**config.mk**
```make
export PLATFORM = sky130hd
export DESIGN_NAME = fault_aware_round_robin_selector
export DESIGN_NICKNAME = d
export VERILOG_FILES = /design/src/rtl/frrs_pkg.sv /design/src/rtl/frrs_fifo_ram.sv /design/src/rtl/fault_aware_round_robin_selector.sv
export SDC_FILE = /design/constraint.sdc
export NUM_CORES = 1
export LEC_CHECK = 0
export BUFFER_PORTS_ARGS = -buffer_cell sky130_fd_sc_hd__buf_2
export CAP_MARGIN = 40
export CORE_MARGIN = 5
export CORE_UTILIZATION = 55
export DETAILED_ROUTE_END_ITERATION = 7
export MAX_ROUTING_LAYER = met4
export PLACE_DENSITY_LB_ADDON = 0.1
export SYNTH_ARGS = -nofsm -noshare
export SYNTH_HDL_FRONTEND = slang
export SYNTH_SLANG_ARGS = --single-unit
```
**constraint.sdc**
```tcl
create_clock -name i_clk -period 5.4 [get_ports i_clk]
set_input_delay 1.08 -clock i_clk [delete_from_list [all_inputs] [get_ports i_clk]]
set_output_delay 1.08 -clock i_clk [all_outputs]
set_load 0.02 [all_outputs]
```
**src/rtl/frrs_pkg.sv**
```systemverilog
// frrs_pkg: sizes, opcodes, status codes and shared types for the
// fault-aware round-robin selector; no dependencies
`timescale 1ns / 1ps

package frrs_pkg;

    localparam int MAX_NODES = 16;
    localparam int IDX_W     = 4;                       // node_index / chosen_node field
    localparam int CNT_W     = 5;                       // node_count field and scan pointer
    localparam int PTR_W     = (MAX_NODES > 1) ? $clog2(MAX_NODES) : 1;
    localparam int FILL_W    = $clog2(MAX_NODES + 1);
    localparam int ADDR_W    = 3;
    localparam int DATA_W    = 32;

    localparam logic [1:0] OP_CHOOSE  = 2'd0;
    localparam logic [1:0] OP_FAILURE = 2'd1;
    localparam logic [1:0] OP_SUCCESS = 2'd2;

    localparam logic ST_OK        = 1'b0;
    localparam logic ST_BAD_INDEX = 1'b1;

    localparam logic REG_NODE_COUNT = 1'b0;             // register index, paddr[2]

    typedef logic [PTR_W-1:0]  t_ptr;
    typedef logic [FILL_W-1:0] t_fill;

    typedef struct packed {
        logic  we;
        t_ptr  waddr;
        t_ptr  wdata;
        logic  re;
        t_ptr  raddr;
    } t_ram_req;

    // (a + b) mod MAX_NODES, with a below MAX_NODES and b at most MAX_NODES
    function automatic t_ptr f_wrap_add(input t_ptr a, input t_fill b);
        logic [FILL_W:0] sum;
        sum = {{(FILL_W + 1 - PTR_W){1'b0}}, a} + {1'b0, b};
        if (sum >= (FILL_W + 1)'(MAX_NODES)) begin
            sum = sum - (FILL_W + 1)'(MAX_NODES);
        end
        return sum[PTR_W-1:0];
    endfunction

endpackage

```
**src/rtl/frrs_fifo_ram.sv**
```systemverilog
// frrs_fifo_ram: storage for the ring of faulty node indexes, one write port
// and one registered read port; uses frrs_pkg
`timescale 1ns / 1ps

module frrs_fifo_ram
    import frrs_pkg::*;
(
    input  logic     i_clk,
    input  t_ram_req i_req,
    output t_ptr     o_rdata
);

    t_ptr r_mem [MAX_NODES];
    t_ptr r_rdata;

    always_ff @(posedge i_clk) begin
        if (i_req.we) begin
            r_mem[i_req.waddr] <= i_req.wdata;
        end
        if (i_req.re) begin
            r_rdata <= r_mem[i_req.raddr];
        end
    end

    assign o_rdata = r_rdata;

endmodule

```
**src/rtl/fault_aware_round_robin_selector.sv**
```systemverilog
// fault_aware_round_robin_selector: top level, apb register, command port and
// sequencer; uses frrs_pkg and frrs_fifo_ram
`timescale 1ns / 1ps

// Commands are taken when start is high and busy is low, and each gives
// exactly one result beat on o_chosen_node / o_status, flagged by o_valid for
// a single cycle; the receiver cannot stall, so sample it when it appears.
// A failure report, an out-of-range report, a success report on a healthy
// node or an unused opcode shows its beat the cycle after acceptance and never
// raises busy. A choose walks the scan pointer one node per cycle through the
// fault marks, or on a wrap with faults pending reads the fault ring head as a
// recovery probe. A success report on a faulty node compacts the fault ring
// through its one read and one write port, one entry per cycle. node_count is
// at byte address 0 and is to be written by the user only while busy is low;
// the block does not enforce it; 0 behaves as 1 and values above 16 behave as 16.

module fault_aware_round_robin_selector
    import frrs_pkg::*;
(
    input  logic              i_clk,
    input  logic              i_rst_n,
    input  logic              psel,
    input  logic              penable,
    input  logic              pwrite,
    input  logic [ADDR_W-1:0] paddr,
    input  logic [DATA_W-1:0] pwdata,
    output logic [DATA_W-1:0] prdata,
    output logic              pready,
    input  logic              start,
    output logic              busy,
    input  logic [1:0]        i_opcode,
    input  logic [IDX_W-1:0]  i_node_index,
    output logic              o_valid,
    output logic [IDX_W-1:0]  o_chosen_node,
    output logic              o_status
);

    localparam logic [1:0] S_IDLE  = 2'd0;
    localparam logic [1:0] S_SCAN  = 2'd1;
    localparam logic [1:0] S_PROBE = 2'd2;
    localparam logic [1:0] S_WALK  = 2'd3;

    logic [1:0]           r_state,  n_state;
    logic [CNT_W-1:0]     r_nodes;
    logic [CNT_W-1:0]     r_sp,     n_sp;
    logic [MAX_NODES-1:0] r_marks,  n_marks;
    t_ptr                 r_head,   n_head;
    t_fill                r_fill,   n_fill;
    t_fill                r_step,   n_step;
    t_fill                r_rd_i,   n_rd_i;
    t_fill                r_cnt,    n_cnt;
    logic                 r_pend,   n_pend;
    t_ptr                 r_idx,    n_idx;
    logic                 r_valid,  n_valid;
    logic [IDX_W-1:0]     r_chosen, n_chosen;
    logic                 r_status, n_status;

    logic [CNT_W-1:0] w_n;
    logic             w_accept;
    logic             w_wr;
    logic             w_wrap;
    logic [CNT_W-1:0] w_cur;
    t_ram_req         w_req;
    t_ptr             w_rdata;

    frrs_fifo_ram u_ram (
        .i_clk   (i_clk),
        .i_req   (w_req),
        .o_rdata (w_rdata)
    );

    // effective node count
    always_comb begin
        if (r_nodes == '0) begin
            w_n = CNT_W'(1);
        end else if (r_nodes > CNT_W'(MAX_NODES)) begin
            w_n = CNT_W'(MAX_NODES);
        end else begin
            w_n = r_nodes;
        end
    end

    assign w_wr   = psel && penable && pwrite;
    assign pready = 1'b1;
    assign prdata = (paddr[2] == REG_NODE_COUNT)
                  ? {{(DATA_W - CNT_W){1'b0}}, r_nodes} : '0;

    always_ff @(posedge i_clk) begin
        if (!i_rst_n) begin
            r_nodes <= CNT_W'(1);
        end else if (w_wr && paddr[2] == REG_NODE_COUNT) begin
            r_nodes <= pwdata[CNT_W-1:0];
        end
    end

    assign busy     = (r_state != S_IDLE);
    assign w_accept = start && !busy;
    assign w_wrap   = (r_sp >= w_n);
    assign w_cur    = w_wrap ? '0 : r_sp;

    always_comb begin
        n_state  = r_state;
        n_sp     = r_sp;
        n_marks  = r_marks;
        n_head   = r_head;
        n_fill   = r_fill;
        n_step   = r_step;
        n_rd_i   = r_rd_i;
        n_cnt    = r_cnt;
        n_pend   = r_pend;
        n_idx    = r_idx;
        n_valid  = 1'b0;
        n_chosen = r_chosen;
        n_status = r_status;
        w_req    = '0;

        case (r_state)
            S_IDLE: begin
                if (w_accept) begin
                    n_chosen = '0;
                    n_status = ST_OK;
                    if (i_opcode == OP_CHOOSE) begin
                        n_step  = '0;
                        n_state = S_SCAN;
                    end else if (i_opcode == OP_FAILURE || i_opcode == OP_SUCCESS) begin
                        if ({1'b0, i_node_index} >= w_n) begin
                            n_status = ST_BAD_INDEX;
                            n_valid  = 1'b1;
                        end else if (i_opcode == OP_FAILURE) begin
                            n_valid = 1'b1;
                            if (!r_marks[PTR_W'(i_node_index)]) begin
                                n_marks[PTR_W'(i_node_index)] = 1'b1;
                                if (r_fill < t_fill'(MAX_NODES)) begin
                                    w_req.we    = 1'b1;
                                    w_req.waddr = f_wrap_add(r_head, r_fill);
                                    w_req.wdata = PTR_W'(i_node_index);
                                    n_fill      = r_fill + 1'b1;
                                end
                            end
                        end else if (r_marks[PTR_W'(i_node_index)]) begin
                            n_marks[PTR_W'(i_node_index)] = 1'b0;
                            n_idx   = PTR_W'(i_node_index);
                            n_rd_i  = '0;
                            n_cnt   = '0;
                            n_pend  = 1'b0;
                            n_state = S_WALK;
                        end else begin
                            n_valid = 1'b1;
                        end
                    end else begin
                        n_valid = 1'b1;
                    end
                end
            end

            S_SCAN: begin
                if (w_wrap && r_fill != '0) begin
                    // pointer wrapped with faults pending: rotate the ring head
                    n_sp        = '0;
                    w_req.re    = 1'b1;
                    w_req.raddr = r_head;
                    n_state     = S_PROBE;
                end else begin
                    n_sp = w_cur + 1'b1;
                    if (!r_marks[w_cur[PTR_W-1:0]]) begin
                        n_chosen = IDX_W'(w_cur);
                        n_valid  = 1'b1;
                        n_state  = S_IDLE;
                    end else if (r_step == FILL_W'(w_n)) begin
                        n_chosen = '0;
                        n_valid  = 1'b1;
                        n_state  = S_IDLE;
                    end else begin
                        n_step = r_step + 1'b1;
                    end
                end
            end

            S_PROBE: begin
                w_req.we    = 1'b1;
                w_req.waddr = f_wrap_add(r_head, r_fill);
                w_req.wdata = w_rdata;
                n_head      = f_wrap_add(r_head, t_fill'(1));
                n_chosen    = IDX_W'(w_rdata);
                n_valid     = 1'b1;
                n_state     = S_IDLE;
            end

            S_WALK: begin
                // reads run one entry ahead of the compare; writes land at or
                // below the compared slot, so nothing unread is overwritten
                if (r_pend && w_rdata != r_idx) begin
                    w_req.we    = 1'b1;
                    w_req.waddr = f_wrap_add(r_head, r_cnt);
                    w_req.wdata = w_rdata;
                    n_cnt       = r_cnt + 1'b1;
                end
                if (r_rd_i < r_fill) begin
                    w_req.re    = 1'b1;
                    w_req.raddr = f_wrap_add(r_head, r_rd_i);
                    n_rd_i      = r_rd_i + 1'b1;
                    n_pend      = 1'b1;
                end else begin
                    n_pend = 1'b0;
                    if (!r_pend) begin
                        n_fill  = r_cnt;
                        n_valid = 1'b1;
                        n_state = S_IDLE;
                    end
                end
            end

            default: begin
                n_state = S_IDLE;
            end
        endcase
    end

    always_ff @(posedge i_clk) begin
        if (!i_rst_n) begin
            r_state <= S_IDLE;
            r_sp    <= '0;
            r_marks <= '0;
            r_head  <= '0;
            r_fill  <= '0;
            r_pend  <= 1'b0;
            r_valid <= 1'b0;
        end else begin
            r_state <= n_state;
            r_sp    <= n_sp;
            r_marks <= n_marks;
            r_head  <= n_head;
            r_fill  <= n_fill;
            r_pend  <= n_pend;
            r_valid <= n_valid;
        end
    end

    always_ff @(posedge i_clk) begin
        r_step   <= n_step;
        r_rd_i   <= n_rd_i;
        r_cnt    <= n_cnt;
        r_idx    <= n_idx;
        r_chosen <= n_chosen;
        r_status <= n_status;
    end

    assign o_valid       = r_valid;
    assign o_chosen_node = r_chosen;
    assign o_status      = r_status;

endmodule

```
==> out/results.txt <==
The flow ran to the end, and the final reports show no timing, DRC or antenna violations. Yosys mapped the design onto 66 distinct sky130hd cell types. For this design, the sink count on the clock tree is 131.

The iteration-0 DRC count of the detailed router was 451. In the finished design, the share of the clock period the worst path needs comes to 74.6%. The tools report the total core area as 0.0137 mm2.

The tools report the number of warnings reported in the yosys synthesis log as 0. Entering global routing, the biggest net connects 36 pins. The worst-case IR drop observed on VDD is 0.000179 V. The post-synthesis async set-or-reset flop share came out at 0%.

After detailed routing, the total wire length is 16.9 mm. Once the clock tree was built, the resizer swapped 0 gates to a different size. Number of antenna violations at the first check in global routing: 0. The worst setup path is of the reg -> reg kind.

The clock network burns 39.9% of the power. In the layout the commonest cells are sky130_fd_sc_hd__edfxtp_1 (92), sky130_fd_sc_hd__nand2_1 (63), sky130_fd_sc_hd__nor2_1 (48). Between clock sinks in the finished design, the worst skew comes to 0.0115 ns. The path with the worst hold slack has its endpoint at r_nodes[0]$_SDFFE_PN1P_. Once the clock tree was built, the setup fixing pass inserted 0 buffers. The first detailed-routing pass took 5 iterations. The run gives 12.1 mm as the detailed-placement wirelength estimate. The logs give 21.4% for the part of the power in combinational logic and 0.935 mW for the switching power. The endpoint identified for the worst register-to-register timing path is u_ram.o_rdata[3]$_DFFE_PP_. After detailed routing, the number of vias per cell comes to 5.77.

A synthesized cell averages 10.5 um2. Summing all non-filler instances in the final layout gives an area of 0.00845 mm2. The biggest area contributor in the post-synthesis netlist is sky130_fd_sc_hd__edfxtp_1. For the internal power of the cells, the log shows 2.32 mW. TritonCTS built the clock tree. The setup total negative slack was 0 ns; the boundary pin count was 87. The H-tree was split into 4 levels. Setup-violating endpoint count in the final report: 0.

Of all nets on the critical path, the largest fanout is 13. Number of port buffers: 29. Once the floorplan was initialized, standard cells occupied 55.3% of the core. Across all register-to-register paths, the minimum setup slack is 1.37 ns. In this run the static leakage power is 3.28 nW.

The tools report the number of instances in the synthesized netlist as 723. The worst hold path was traced through 2 stages. Leaving out fill and tap cells, the most frequent cell in the layout is sky130_fd_sc_hd__edfxtp_1.

Once detail routing completed, the nets flagged for antenna violations numbered 0. The startpoint of the most critical register-to-register path was r_nodes[4]$_SDFFE_PN0P_. The measured slew at the worst slew-check pin came out at 0.767 ns. The shortest clock period the worst path allows after layout was 4.03 ns; the final number of max-transition violations was 0. The relative slew slack is 47.6%. In this run, synthesis inferred 92 flip-flops with an integrated enable. The cell at the root of the clock tree was sky130_fd_sc_hd__clkbuf_16.

In the post-synthesis netlist, the biggest area contributors are sky130_fd_sc_hd__edfxtp_1 (36%), sky130_fd_sc_hd__dfxtp_1 (10%), sky130_fd_sc_hd__ha_1 (6.4%), sky130_fd_sc_hd__nor2b_1 (3.7%), sky130_fd_sc_hd__mux2i_1 (3.6%). STA puts the critical path data arrival time at 4.17 ns. The vertical extent of the die is 127 um. Number of diodes added for antenna fixing: 0. The worst setup path is captured at a register. The total clock buffers created by CTS came out at 17.

The run gives 0 as the final count of hold timing violations. For the clock insertion delay at the later pin of the skew report, the log shows 0.42 ns. Of the cells placed in the final design, the portion with a size suffix greater than 1 is 13.1%. The synthesis-to-layout area growth works out to 11.3%.

For the maximum achievable frequency, the log shows 248 MHz. The synthesized netlist occupies a cell area of 0.00759 mm2. The worst setup path is launched from a register.

At the worst endpoint, the required time is 5.54 ns. The routed layout has 5432 vias. The worst hold path begins at r_nodes[0]$_SDFFE_PN1P_.

The net count of the finished layout is 838. The tools report the fraction of the yosys area taken by sequential cells as 46.7%. Counting cells, the worst reg-to-reg path comes to 12. The area fraction of the dominant cell type after synthesis is 36.4%. At the end of routability-driven placement, the weighted congestion stood at 0.957. Classification of the worst-slack hold path: reg -> reg. The tool flagged a number of max-cap violations equal to 0.

The wire length per cell after detailed routing came out at 17.9 um. The logs give 2 for the maximum number of buffers from clock root to sink and 26.7 mm for the first-pass GRT wire length. In the global route stage, overall resource usage came out at 21.6%. The number of flip-flops and latches in the synthesized netlist was 131. For this design the ratio of total power to cell area is 385 mW/mm2. Summing all placed instances gives a cell area of 0.00779 mm2. Clock-pin slew was measured on the worst setup and hold paths at 0.06 ns.

Leading register cell type out of synthesis: sky130_fd_sc_hd__edfxtp_1. After detailed routing, the number of remaining DRC violations is 0. The run gives 0 as the post-cts hold buffer count. In this run the core area contains 43 standard-cell rows. Of the total power, the share spent switching nets is 28.8%. The run gives 5160 as the number of global-route vias before repair. The total overflow left after global routing is 0. The area of the die came out at 0.0163 mm2. Setup repair after global routing left no endpoint under its margin. The floorplan step set the die width to 127 um. Of the total power, registers draw 38.7%.
-- how the worst max path moves through the flow --
stage | start | to | slack (ns) | depth (start not counted)
CTS | r_nodes[4]$_SDFFE_PN0P_ | u_ram.o_rdata[3]$_DFFE_PP_ | 1.32 | 12
global route | r_nodes[4]$_SDFFE_PN0P_ | r_cnt[0]$_SDFFCE_PN0P_ | 0.96 | 11
floorplan | i_node_index[0] | r_cnt[0]$_SDFFCE_PN0P_ | 1.56 | 10
global placement | i_node_index[0] | r_cnt[0]$_SDFFCE_PN0P_ | 1.06 | 10
detailed placement | i_node_index[0] | r_cnt[4]$_SDFFCE_PN0P_ | 0.93 | 10
finish | r_nodes[4]$_SDFFE_PN0P_ | u_ram.o_rdata[3]$_DFFE_PP_ | 1.37 | 12
-- critical path, stage by stage (launching register included) --
cell	delay [ns]
sky130_fd_sc_hd__dfxtp_1	0.37
sky130_fd_sc_hd__clkinv_1	0.24
sky130_fd_sc_hd__o21ai_0	0.22
sky130_fd_sc_hd__inv_1	0.15
sky130_fd_sc_hd__ha_1	0.30
sky130_fd_sc_hd__nor2b_1	0.15
sky130_fd_sc_hd__o21ai_0	0.18
sky130_fd_sc_hd__a21o_4	0.27
sky130_fd_sc_hd__a22oi_2	0.59
sky130_fd_sc_hd__mux2_2	0.41
sky130_fd_sc_hd__o21ai_0	0.21
sky130_fd_sc_hd__a31oi_1	0.09
sky130_fd_sc_hd__or4_1	0.56
-- cells in the mapped netlist (all sizes together), types with 5 or more instances --
cell	instances
mux4	7
ha	39
and3	7
a22oi	17
a21o	6
nor2	48
nor2b	45
or3	5
a211oi	6
o21ai	26
dfxtp	39
mux2	10
xor2	12
a21oi	31
a221oi	5
and2	16
or2	6
xnor2	16
nand2	63
o21a	6
or4	5
buf	39
a31oi	13
nand3	20
inv	27
nand2b	5
mux2i	27
nor3b	5
clkbuf	19
nor3	19
edfxtp	92
-- power by group through the flow --
stage | Clock (mW) | Combinational, mW | Sequential (mW)
2_1_floorplan | 0 | 0.475 | 1.28
3_3_place_gp | 0 | 0.660 | 1.27
3_5_place_dp | 0 | 0.684 | 1.28
4_1_cts | 1.31 | 0.691 | 1.26
5_1_grt | 1.36 | 0.760 | 1.27
6_report | 1.30 | 0.696 | 1.26
-- final cells by class --
cell class	instances	area, um2
Sequential cell	131	3540
Clock inverter	12	228
Timing Repair Buffer	39	230
Tap cell	180	225
Inverter	29	109
Multi-Input combinational cell	531	3680
Fill cell	1118	5270
Clock buffer	20	437
-- routing by layer --
metal | GRT usage (%) | share of wire, % | vias up
met5 | - | 0 | -
met4 | 7.44 | 2.1 | 0
met1 | 29.3 | 46 | 2625
li1 | - | - | 2613
met3 | 4.43 | 6.1 | 28
met2 | 32.5 | 45 | 166
-- cell families (layout without fill, tap and decap cells) --
kind of cell / Yosys count / count (layout) / synth area share (%)
AOI/OAI and AO/OA: 132 / 132 / 11.9
xor gates and xnor gates: 29 / 29 / 3.53
adders and majority gates: 42 / 42 / 7.22
buffers and inverters: 87 / 100 / 6.16
DFF: 131 / 131 / 46.7
muxes: 44 / 44 / 7.12
other: 2 / 28 / 0.0989
and+or+nand+nor: 256 / 256 / 17.3
-- per-stage QoR --
step           utilization, %  hold WS, ns  cells  total power [mW]  setup WS [ns]
2_1_floorplan               -        0.454    749              1.76           1.56
3_3_place_gp             56.6        0.498    908              1.93           1.06
3_5_place_dp             56.8        0.505    910              1.96          0.929
4_1_cts                  61.6        0.521    942              3.26           1.32
5_1_grt                  61.6        0.547    942              3.38          0.955
6_report                 61.6        0.532    942              3.25           1.37
Note: power is estimated with default switching activity, not from simulation.
